File: config.mk
export PLATFORM = sky130hd
export DESIGN_NAME = servo_pan_mode_controller
export DESIGN_NICKNAME = d
export VERILOG_FILES = /design/src/rtl/spmc_pkg.sv /design/src/rtl/servo_pan_mode_controller.sv
export SDC_FILE = /design/constraint.sdc
export NUM_CORES = 1
export LEC_CHECK = 0
export ABC_AREA = 1
export BUFFER_PORTS_ARGS = -buffer_cell sky130_fd_sc_hd__buf_4
export CORE_MARGIN = 1.5
export CORE_UTILIZATION = 60
export DETAILED_ROUTE_END_ITERATION = 16
export PLACE_DENSITY_LB_ADDON = 0.12
export SETUP_SLACK_MARGIN = 0.15
export SYNTH_ARGS = -nofsm -noshare
export SYNTH_HDL_FRONTEND = slang
export SYNTH_SLANG_ARGS = --single-unit
File: constraint.sdc
create_clock -name aclk -period 18.05 [get_ports aclk]
set_input_delay 0 -clock aclk [delete_from_list [all_inputs] [get_ports aclk]]
set_output_delay 0 -clock aclk [all_outputs]
set_load 0.005 [all_outputs]
File: src/rtl/spmc_pkg.sv
package spmc_pkg;

    // Angle is held in 1/64 degree: 11520 stands for 180 degrees.
    localparam int unsigned ANGLE_W    = 14;
    localparam int unsigned PULSE_W    = 15;
    localparam int unsigned STEP_W     = 11;
    localparam int unsigned JOY_W      = 10;
    localparam int unsigned CMD_W      = 2;
    localparam int unsigned CFG_IDX_W  = 8;
    localparam int unsigned CFG_DATA_W = 15;
    localparam int unsigned S_DATA_W   = 16;
    localparam int unsigned M_DATA_W   = 32;

    localparam logic [ANGLE_W-1:0] ANGLE_FULL = 14'd11520;
    localparam logic [ANGLE_W-1:0] ANGLE_MID  = 14'd5760;
    localparam logic [PULSE_W-1:0] PERIOD_US  = 15'd20000;

    // Manual scaling: joy * 11520 / 1023 = 11 * joy + joy * 267 / 1023.
    localparam logic [ANGLE_W-1:0] JOY_INT_MUL  = 14'd11;
    localparam logic [18:0]        JOY_FRAC_MUL = 19'd267;
    localparam logic [10:0]        JOY_FULL     = 11'd1023;

    // Pulse scaling: divide by 11520 as a shift by 8 and a divide by 45.
    // The reciprocal ceil(2^27 / 45) is exact for every 21 bit dividend.
    localparam int unsigned        PULSE_PRE_SHIFT = 8;
    localparam int unsigned        RECIP_SHIFT     = 27;
    localparam logic [42:0]        RECIP_45        = 43'd2982617;

    // Register reset values.
    localparam logic [STEP_W-1:0]  TRACK_STEP_RST = 11'd32;
    localparam logic [PULSE_W-1:0] MIN_PULSE_RST  = 15'd1000;
    localparam logic [PULSE_W-1:0] SPAN_RST       = 15'd1000;

    // Register indexes.
    localparam logic [CFG_IDX_W-1:0] CFG_TRACK_STEP = 8'd0;
    localparam logic [CFG_IDX_W-1:0] CFG_MIN_PULSE  = 8'd1;
    localparam logic [CFG_IDX_W-1:0] CFG_PULSE_SPAN = 8'd2;

    // Tracking commands; the unused code holds like none.
    typedef enum logic [CMD_W-1:0] {
        CMD_NONE  = 2'd0,
        CMD_LEFT  = 2'd1,
        CMD_RIGHT = 2'd2
    } track_cmd_t;

endpackage

File: src/rtl/servo_pan_mode_controller.sv
// Servo pan mode controller. Each input beat stands for one servo period and
// gives exactly one result beat. A rising edge of the trigger toggles between
// manual mode (angle follows the joystick X reading scaled to 0..180 degrees)
// and tracking mode (left steps the angle up, right steps it down, none holds).
// The angle, in 1/64 degree, is clamped to 0..11520 and mapped to a pulse
// width of the minimum pulse plus angle * pulse span / 11520, saturated at
// 20000 us. The block takes one beat per cycle unless a stage is stalled; a result
// beat is offered once its input beat has passed the input register, the
// mode and angle update, the span multiplier, the reciprocal divide by 45
// and the saturating output adder. Each stage stalls only while the stage after
// it is full and blocked.
// Configuration writes are taken in every cycle and must be made while idle.
module servo_pan_mode_controller (
    input  logic                                aclk,
    input  logic                                aresetn,
    // Input channel. tdata: trigger[0], joy_x[10:1], track_cmd[12:11].
    input  logic                                s_tvalid,
    output logic                                s_tready,
    input  logic [spmc_pkg::S_DATA_W-1:0]       s_tdata,
    // Result channel. tdata: pulse_width[14:0], tracking_mode[15], angle_q[29:16].
    output logic                                m_tvalid,
    input  logic                                m_tready,
    output logic [spmc_pkg::M_DATA_W-1:0]       m_tdata,
    // Configuration write channel.
    input  logic                                cfg_valid,
    output logic                                cfg_ready,
    input  logic [spmc_pkg::CFG_IDX_W-1:0]      cfg_index,
    input  logic [spmc_pkg::CFG_DATA_W-1:0]     cfg_data
);

    // Configuration registers.
    logic [spmc_pkg::STEP_W-1:0]  track_step_reg;
    logic [spmc_pkg::PULSE_W-1:0] min_pulse_reg;
    logic [spmc_pkg::PULSE_W-1:0] span_reg;

    // Stage valid bits and readies.
    logic v0_reg, v1_reg, v2_reg, v3_reg, v4_reg;
    logic r0, r1, r2, r3, r4;

    // Stage 0: input register.
    logic                          trig0_reg;
    logic [spmc_pkg::JOY_W-1:0]    joy0_reg;
    logic [spmc_pkg::CMD_W-1:0]    cmd0_reg;

    // Stage 1: the controller state doubles as the stage payload.
    logic                          mode_reg, mode_next;
    logic                          last_trig_reg;
    logic [spmc_pkg::ANGLE_W-1:0]  angle_reg, angle_next;

    // Stage 2: span product.
    logic [28:0]                   prod2_reg;
    logic                          mode2_reg;
    logic [spmc_pkg::ANGLE_W-1:0]  angle2_reg;

    // Stage 3: quotient of the product by 11520.
    logic [15:0]                   quot3_reg;
    logic                          mode3_reg;
    logic [spmc_pkg::ANGLE_W-1:0]  angle3_reg;

    // Stage 4: output register.
    logic [spmc_pkg::PULSE_W-1:0]  pulse4_reg;
    logic                          mode4_reg;
    logic [spmc_pkg::ANGLE_W-1:0]  angle4_reg;

    // Intermediate values.
    logic [18:0]                   joy_frac;
    logic [8:0]                    joy_q0;
    logic [10:0]                   joy_rem;
    logic [spmc_pkg::ANGLE_W-1:0]  manual_angle;
    logic [14:0]                   step_sum;
    logic [spmc_pkg::ANGLE_W-1:0]  step_angle;
    logic [42:0]                   recip_prod;
    logic [16:0]                   pulse_sum;

    // Each stage is free when empty or when the next one takes its beat.
    assign r4       = !v4_reg || m_tready;
    assign r3       = !v3_reg || r4;
    assign r2       = !v2_reg || r3;
    assign r1       = !v1_reg || r2;
    assign r0       = !v0_reg || r1;
    assign s_tready = r0;
    assign m_tvalid = v4_reg;
    assign m_tdata  = {2'b00, angle4_reg, mode4_reg, pulse4_reg};
    assign cfg_ready = 1'b1;

    // Configuration writes; unknown indexes are dropped.
    always_ff @(posedge aclk) begin
        if (!aresetn) begin
            track_step_reg <= spmc_pkg::TRACK_STEP_RST;
            min_pulse_reg  <= spmc_pkg::MIN_PULSE_RST;
            span_reg       <= spmc_pkg::SPAN_RST;
        end else if (cfg_valid) begin
            case (cfg_index)
                spmc_pkg::CFG_TRACK_STEP: track_step_reg <= cfg_data[spmc_pkg::STEP_W-1:0];
                spmc_pkg::CFG_MIN_PULSE:  min_pulse_reg  <= cfg_data;
                spmc_pkg::CFG_PULSE_SPAN: span_reg       <= cfg_data;
                default: ;
            endcase
        end
    end

    // Manual angle: 11 * joy plus joy * 267 / 1023, where the quotient
    // estimate from a shift by ten is at most one short.
    always_comb begin
        joy_frac     = 19'(joy0_reg) * spmc_pkg::JOY_FRAC_MUL;
        joy_q0       = joy_frac[18:10];
        joy_rem      = 11'(joy_frac[9:0]) + 11'(joy_q0);
        manual_angle = 14'(joy0_reg) * spmc_pkg::JOY_INT_MUL + 14'(joy_q0)
                     + ((joy_rem >= spmc_pkg::JOY_FULL) ? 14'd1 : 14'd0);
    end

    // Mode toggle on the trigger edge, then the angle update in the new mode.
    always_comb begin
        mode_next  = mode_reg ^ (trig0_reg && !last_trig_reg);
        step_sum   = 15'(angle_reg);
        case (cmd0_reg)
            spmc_pkg::CMD_LEFT:  step_sum = 15'(angle_reg) + 15'(track_step_reg);
            spmc_pkg::CMD_RIGHT: step_sum = (angle_reg > 14'(track_step_reg))
                                          ? 15'(angle_reg - 14'(track_step_reg)) : 15'd0;
            default:             step_sum = 15'(angle_reg);
        endcase
        step_angle = (step_sum > 15'(spmc_pkg::ANGLE_FULL)) ? spmc_pkg::ANGLE_FULL
                                                            : step_sum[13:0];
        angle_next = mode_next ? step_angle : manual_angle;
    end

    // Division of the shifted product by 45 through its reciprocal.
    assign recip_prod = 43'(prod2_reg[28:spmc_pkg::PULSE_PRE_SHIFT]) * spmc_pkg::RECIP_45;

    // Offset and saturation at the period.
    assign pulse_sum = 17'(min_pulse_reg) + 17'(quot3_reg);

    // Valid bits and controller state.
    always_ff @(posedge aclk) begin
        if (!aresetn) begin
            v0_reg        <= 1'b0;
            v1_reg        <= 1'b0;
            v2_reg        <= 1'b0;
            v3_reg        <= 1'b0;
            v4_reg        <= 1'b0;
            mode_reg      <= 1'b0;
            last_trig_reg <= 1'b0;
            angle_reg     <= spmc_pkg::ANGLE_MID;
        end else begin
            if (r0) v0_reg <= s_tvalid;
            if (r1) v1_reg <= v0_reg;
            if (r2) v2_reg <= v1_reg;
            if (r3) v3_reg <= v2_reg;
            if (r4) v4_reg <= v3_reg;
            if (v0_reg && r1) begin
                mode_reg      <= mode_next;
                last_trig_reg <= trig0_reg;
                angle_reg     <= angle_next;
            end
        end
    end

    // Payload registers.
    always_ff @(posedge aclk) begin
        if (r0) begin
            trig0_reg <= s_tdata[0];
            joy0_reg  <= s_tdata[10:1];
            cmd0_reg  <= s_tdata[12:11];
        end
        if (r2) begin
            prod2_reg  <= 29'(angle_reg) * 29'(span_reg);
            mode2_reg  <= mode_reg;
            angle2_reg <= angle_reg;
        end
        if (r3) begin
            quot3_reg  <= recip_prod[42:spmc_pkg::RECIP_SHIFT];
            mode3_reg  <= mode2_reg;
            angle3_reg <= angle2_reg;
        end
        if (r4) begin
            pulse4_reg <= (pulse_sum > 17'(spmc_pkg::PERIOD_US)) ? spmc_pkg::PERIOD_US
                                                                 : pulse_sum[14:0];
            mode4_reg  <= mode3_reg;
            angle4_reg <= angle3_reg;
        end
    end

    // The held angle never leaves the 0..180 degree range.
    a_angle_range: assert property (@(posedge aclk) disable iff (!aresetn)
        angle_reg <= spmc_pkg::ANGLE_FULL)
        else $error("angle left its range");

    // A trigger edge taken into the state flips the mode.
    a_mode_toggle: assert property (@(posedge aclk) disable iff (!aresetn)
        (v0_reg && r1 && trig0_reg && !last_trig_reg) |=> (mode_reg != $past(mode_reg)))
        else $error("trigger edge did not toggle the mode");

    // Without a trigger edge the mode holds.
    a_mode_hold: assert property (@(posedge aclk) disable iff (!aresetn)
        !(v0_reg && r1 && trig0_reg && !last_trig_reg) |=> $stable(mode_reg))
        else $error("mode changed without a trigger edge");

    // A result beat never exceeds the servo period.
    a_pulse_sat: assert property (@(posedge aclk) disable iff (!aresetn)
        m_tvalid |-> (m_tdata[14:0] <= spmc_pkg::PERIOD_US))
        else $error("pulse width beyond the period");

endmodule

; Yosys cells after proc, flatten, opt, wreduce, memory -nomap -nowiden
; Cells that the tools add are included.
[classes]
muxes = 5
n_mul = 4
div_mod_pow = 0
n_lt_le_gt_ge = 4
bitwise = 1
n_shift = 0
reduce_logical = 17
eq_ne = 4
n_addsub = 6
[op_table]
columns = op, n
row1 = $mul A21 B22 Y43 const B, 1
row2 = $pmux W15 S2, 1
row3 = $mul A14 B15 Y29, 1
row4 = $mux W14, 2
row5 = $mul A10 B9 Y19 const B, 1
row6 = $add A15 B16 Y17, 1
row7 = $gt A17 B15 Y1 const B, 1
row8 = $add A14 B11 Y15, 1
row9 = $gt A15 B14 Y1 const B, 1
row10 = $mux W15, 1
row11 = $sub A14 B11 Y15, 1
row12 = $add A14 B1 Y14, 1
row13 = $add A14 B9 Y14, 1
row14 = $gt A14 B11 Y1, 1
row15 = $mul A10 B4 Y14 const B, 1
row16 = $add A10 B9 Y11, 1
row17 = $ge A11 B10 Y1 const B, 1
row18 = $eq A8 B1 Y1 const B, 1
row19 = $eq A8 B2 Y1 const B, 1
row20 = $logic_not A8 Y1, 1
row21 = $logic_not A1 Y1, 6
row22 = $reduce_and A2 Y1, 3
row23 = $logic_or A1 B1 Y1, 5
row24 = $eq A2 B1 Y1 const B, 1
row25 = 4 further kinds, 5
[word_totals]
memories = 0
inputBits = 44
output_inout_bits = 35
latchBits = 0
ramBits = 0
romBits = 0
reg_bits = 180

; Longest topological paths before layout
; Gate-level depths: netlist of run 1.
[logic_depth]
depth_word = 6
depth_mapped = 46

; Worst setup path before layout of run 1
; Ideal clock, no wire load.
[synth_path]
path_type = register -> register
start = register joy0_reg[8] (netlist name)
end = register angle_reg[13] (netlist name)
stages_incl_launch_ff = 45
path_buffers = 0
synth_period_minus_slack_ns = 6.865
required_time_ns = 17.980
arrival_ns = 6.795
path_slack_ns = 11.185
setup_time_ns = 0.070
path_cell_list = edfxtp_1 > inv_1 > ha_1 > inv_1 > ha_1 > inv_1 > fa_1 > fa_1 > inv_1 > ha_1 > a21oi_1 > o21ai_0 > a21oi_1 > nor2_1 > nor2_1 > xnor2_1 > fa_1 > nand2_1 > [9 not listed] > nand2_1 > nor2_1 > nand2_1 > nand2_1 > ha_1 > ha_1 > fa_1 > nand3_1 > nand2_1 > a21oi_1 > inv_1 > a31oi_1 > o21bai_1 > nand2_1 > nand2_1 > a21oi_1 > o21ai_0 > a21oi_1
[synth_between]
elab_chain_cells = 6
[synth_rtl]
columns = item, line_no
row1 = start: declaration, servo_pan_mode_controller.sv:42  ; logic [spmc_pkg::JOY_W-1:0] joy0_reg;
row2 = start signal: assignment, servo_pan_mode_controller.sv:162  ; joy0_reg <= s_tdata[10:1];
row3 = $mul A10 B9 Y19, servo_pan_mode_controller.sv:105  ; joy_frac = 19'(joy0_reg) * spmc_pkg::JOY_FRAC_MUL;
row4 = $add A10 B9 Y11, servo_pan_mode_controller.sv:107  ; joy_rem = 11'(joy_frac[9:0]) + 11'(joy_q0);
row5 = $ge A11 B10 Y1, servo_pan_mode_controller.sv:109  ; + ((joy_rem >= spmc_pkg::JOY_FULL) ? 14'd1 : 14'd0);
row6 = $mux W1, servo_pan_mode_controller.sv:109
row7 = $add A14 B1 Y14 *, servo_pan_mode_controller.sv:109
row8 = $mux W14 *, servo_pan_mode_controller.sv:124  ; angle_next = mode_next ? step_angle : manual_angle;
row9 = end signal: assignment, servo_pan_mode_controller.sv:143  ; angle_reg <= spmc_pkg::ANGLE_MID;
row10 = end signal: assignment, servo_pan_mode_controller.sv:153  ; angle_reg <= angle_next;
row11 = end: declaration, servo_pan_mode_controller.sv:48  ; logic [spmc_pkg::ANGLE_W-1:0] angle_reg, angle_next;
; Mark *: on every way between the ends. The rest lies on a longest branch, timed or not.
; A chain may end at the register's enable or synchronous reset.

; Final worst setup path of run 1
; Same ends and word-level chain as after synthesis.

==> impl_metrics.ini, run 1 <==
[placement]
hpwl_mm = 53.0
place_congestion = 0.950
portBuffers = 72

[critical_path]
crit_fanout = 7
crit_path_end_kind = flop
cp-start-kind = flop
max_stage_delay_ns = 0.71
cpMostUsedCell = nand2_1
crit_slowest_cell = fa_1
cp_data_required_time_ns = 18.44
worstPathArrival_ns = 8.31
path_class = reg2reg

[sta]
fin_skew_ns = 0.0220
worstMarginPinSlew_ns = 1.16
fin_crit_sh = 0.438
slew_headroom = 0.228
tns_ns = 0
setup_violations = 0
finalHoldViolCount = 0
max_freq_ghz = 0.126
rsz0062_at_grt = false
min_period_ns = 7.91
slew_violations = 0

[routing]
num_vias = 19832
drtIter0Drc = 1541
first_pass_iters = 5
wl_per_cell_um = 17.2
drtAntennaViolNets = 0
wl_mm = 63.3
route.detailed.drc = 0
via_per_inst = 5.40

[clocking]
clk_pin_slew_worst_paths_ns = 0.08
postCtsSetupBuffers = 0
cts_max_path_buffers = 2
htree_num_levels = 4
insertion_delay_ns = 0.46
cts_root_buf = clkbuf_16
cts_tree = built
clkSinkCount = 172
cts_made_buffers = 17

[outcome]
outcome = complete, no violations

[die]
fp-row-count = 75
dieArea_mm2 = 0.0435
die_w_um = 209
core_mm2 = 0.0419
die_h_um = 209
start_util = 0.606
ios = 79

[synth]
ys_seq_area_frac = 0.179
ys_warn_count = 0
synth.cell_area_mm2 = 0.0254
synth_cell_types = 57
ys_async_sr_fraction = 0
synthCells = 3056
synth-edff-count = 110
ys_ff_latch = 172
synth-main-ff-cell = edfxtp_1
avgSynthCellArea_um2 = 8.30

[global_routing]
globalRouteOverflowTotal = 0
grt_pass1_vias = 20275
track_usage = 0.305
grt_pass1_wl_mm = 104
grt_max_degree = 38
antenna_found_initial = 0

[final_layout]
final_common_cell = inv_1
fin_util = 0.651
layout_common_cells = inv_1 (733), nand2_1 (592), ha_1 (395), fa_1 (305), nor2_1 (161)
largest_reg_flops = 21
syn2layout_area_growth_pct = 7.46
final_nets = 3863
diodes = 0
drive_gt1_frac = 0.0581

[hold_path]
hold_class = in2reg

[flow_run]
maxCapViolations = 0
## kinds of logic after synthesis
logic type | synth area share
fa+ha+maj | 0.435
xor+xnor | 0.0266
other cells | 0.000296
buf+inv | 0.126
flops | 0.179
compound gates | 0.0779
simple gates | 0.155
## per-stage QoR
step	hold slack, ns	cells	setup WS, ns	cell area (um2)
after detailed placement	0.179	3603	10.15	26300
final	0.189	3671	10.14	27300
after floorplan	0.0989	3057	11.19	25400
after global routing	0.243	3671	9.42	27300
after global placement	0.178	3603	10.35	26300
after CTS	0.156	3671	10.13	27300
## cells in the mapped netlist (55+ instances only)
cell type | count | area share
inv_1 | 733 | 0.11
nand2_1 | 592 | 0.088
ha_1 | 395 | 0.19
fa_1 | 305 | 0.24
nor2_1 | 161 | 0.024
a21oi_1 | 159 | 0.031
edfxtp_1 | 110 | 0.13
nand3_1 | 81 | 0.016
o21ai_0 | 80 | 0.016
dfxtp_1 | 62 | 0.049
xor2_1 | 57 | 0.020
clkbuf_1 | 55 | 0.0081
## routing by layer
metal  vias up  wire length [um]  global-route usage
met5         -                 0                   0
met4         0              1430              0.0810
met3        81              4150              0.0540
met2       582             27500               0.471
met1      9555             30200               0.445
li1       9614                 -                   -
## worst max-delay path: cells and delay by family (launching register included)
kind                       cells  cell delay [ns]
AOI/OAI and AO/OA             11             1.64
DFF                            1             0.55
adders and majority gates      9             3.45
xor gates and xnor gates       1             0.13
buffers and inverters          5             0.42
and+or+nand+nor               18             1.65
## final timing paths
check                    to      startpoint  slack (ns)  depth (start not counted)
max           angle_reg[13]     joy0_reg[8]       10.14                         44
min             span_reg[6]    cfg_index[3]        0.19                          4
max reg2reg   angle_reg[13]     joy0_reg[8]       10.14                         44
min reg2reg  angle4_reg[12]  angle3_reg[12]        0.42                          0
## repair_timing
action                     4_1_cts  5_1_grt
hold endpoints to repair        61        0
setup endpoints to repair        0        0
resized for setup                0        0
hold buffers                    36        0
## cell type report
type                            instances  area (um2)
Sequential cell                       172        4540
Inverter                              748        2810
Clock inverter                         14         151
Multi-Input combinational cell       2059       17600
Timing Repair Buffer                  121         998
Tap cell                              539         674
Clock buffer                           18         450
Fill cell                            3614       14600
Power of run 1 is not shown: default switching activity piles up to over one toggle a cycle in this logic, so the estimate is an artifact.
==> inputs of run 2 (changes only) <==
--- a/config.mk
+++ b/config.mk
@@ -8,7 +8,7 @@
 export ABC_AREA = 1
 export BUFFER_PORTS_ARGS = -buffer_cell sky130_fd_sc_hd__buf_4
 export CORE_MARGIN = 1.5
-export CORE_UTILIZATION = 60
+export CORE_UTILIZATION = 59
 export DETAILED_ROUTE_END_ITERATION = 16
 export PLACE_DENSITY_LB_ADDON = 0.12
 export SETUP_SLACK_MARGIN = 0.15
==> constraint.sdc (replaced) <==
create_clock -name aclk -period 7.2 [get_ports aclk]
set_input_delay 0 -clock aclk [delete_from_list [all_inputs] [get_ports aclk]]
set_output_delay 0 -clock aclk [all_outputs]
set_load 0.005 [all_outputs]
==> impl_metrics.ini, run 2 (same netlist as run 1, synthesis figures left out) <==
[outcome]
outcome = complete, no violations

[hold_path]
hold_class = in2reg

[global_routing]
globalRouteOverflowTotal = 0
grt_pass1_wl_mm = 106
grt_pass1_vias = 20511
track_usage = 0.309
antenna_found_initial = 1
grt_max_degree = 39

[die]
start_util = 0.601
dieArea_mm2 = 0.0443
die_w_um = 210
die_h_um = 210
fp-row-count = 75
core_mm2 = 0.0422
ios = 79

[clocking]
clk_pin_slew_worst_paths_ns = 0.09
cts_root_buf = clkbuf_16
htree_num_levels = 4
cts_max_path_buffers = 2
cts_tree = built
cts_made_buffers = 17
clkSinkCount = 172
insertion_delay_ns = 0.49

[sta]
slew_violations = 0
min_period_ns = 6.84
worstMarginPinSlew_ns = 1.16
fin_skew_ns = 0.0195
fin_crit_sh = 0.950
max_freq_ghz = 0.146
rsz0062_at_grt = true
setup_violations = 0
slew_headroom = 0.224
finalHoldViolCount = 0
tns_ns = 0

[final_layout]
largest_reg_flops = 21
final_nets = 3901
syn2layout_area_growth_pct = 9.42
final_common_cell = inv_1
layout_common_cells = inv_1 (728), nand2_1 (585), ha_1 (388), fa_1 (303), nor2_1 (159)
nFillCells = 3603
drive_gt1_frac = 0.0814

[routing]
wl_mm = 65.2
first_pass_iters = 5
num_vias = 20063
wl_per_cell_um = 17.6
via_per_inst = 5.41
drtAntennaViolNets = 0
drtIter0Drc = 1276
route.detailed.drc = 0

[placement]
portBuffers = 72
place_congestion = 0.966
hpwl_mm = 54.5

[critical_path]
worstPathArrival_ns = 7.25
crit_path_end_kind = flop
cpMostUsedCell = nand2_1
cp-start-kind = flop
path_class = reg2reg
max_stage_delay_ns = 0.57
cp_data_required_time_ns = 7.61
crit_fanout = 4
crit_slowest_cell = fa_1

[flow_run]
maxCapViolations = 0
-- run 2: changes by cell type in the layout (fill, tap and decap cells not counted), moves of 5 or more --
cell     delta
buf_4      +37
nand2_1     -7
inv_2       +5
ha_4        +5
ha_1        -7
inv_1       -5
-- run 2: routing by layer --
layer	up-vias	routed length, um	GRT usage
li1	9687	-	-
met4	2	1260	0.0771
met3	92	5240	0.0751
met5	-	14	0
met1	9658	30500	0.443
met2	624	28200	0.470
-- run 2: final cells by class --
cell class / instances / area, um2 / share of cell area
Timing Repair Buffer: 159 / 1290 / 0.0464
Sequential cell: 172 / 4540 / 0.164
Inverter: 748 / 2810 / 0.101
Clock buffer: 18 / 429 / 0.0155
Antenna cell: 1 / 2.50 / 0.0000901
Multi-Input combinational cell: 2059 / 17900 / 0.643
Tap cell: 539 / 674 / 0.0243
Clock inverter: 14 / 163 / 0.00586
-- run 2: critical path: cells and delay by family, from the launching register on --
family	cells	cell delay, ns
adder cells (fa/ha/maj)	9	3.12
AND/OR/NAND/NOR	20	1.77
buffers and inverters	5	0.27
flip-flops	1	0.42
XOR/XNOR	1	0.15
AO/OA/AOI/OAI	9	1.06
-- run 2: worst paths after layout --
kind                  from             to  slack, ns  cells past startpoint
max            joy0_reg[8]  angle_reg[13]       0.36                     44
min           cfg_index[3]    span_reg[8]       0.17                      4
max reg2reg    joy0_reg[8]  angle_reg[13]       0.36                     44
min reg2reg  angle2_reg[2]  angle3_reg[2]       0.42                      0
-- run 2: repair_timing --
item,in CTS,in global routing
hold endpoints to repair,65,0
gates resized for setup,4,50
buffers inserted,1,10
hold buffers,36,0
endpoints found under the setup margin,3,9
gates cloned,0,0
pin swaps,0,20
-- run 2: metrics by stage --
stage | util | cells | instance area [um2] | setup WS, ns | hold WS (ns)
after floorplan | - | 3057 | 25400 | 0.335 | 0.0989
after global placement | 0.628 | 3630 | 26500 | 0.0684 | 0.178
after detailed placement | 0.628 | 3630 | 26500 | 0.00436 | 0.179
after CTS | 0.651 | 3699 | 27500 | 0.176 | 0.143
after global routing | 0.657 | 3709 | 27800 | -0.0120 | 0.202
final | 0.657 | 3710 | 27800 | 0.357 | 0.166
Power of run 2 is left out for the same reason.
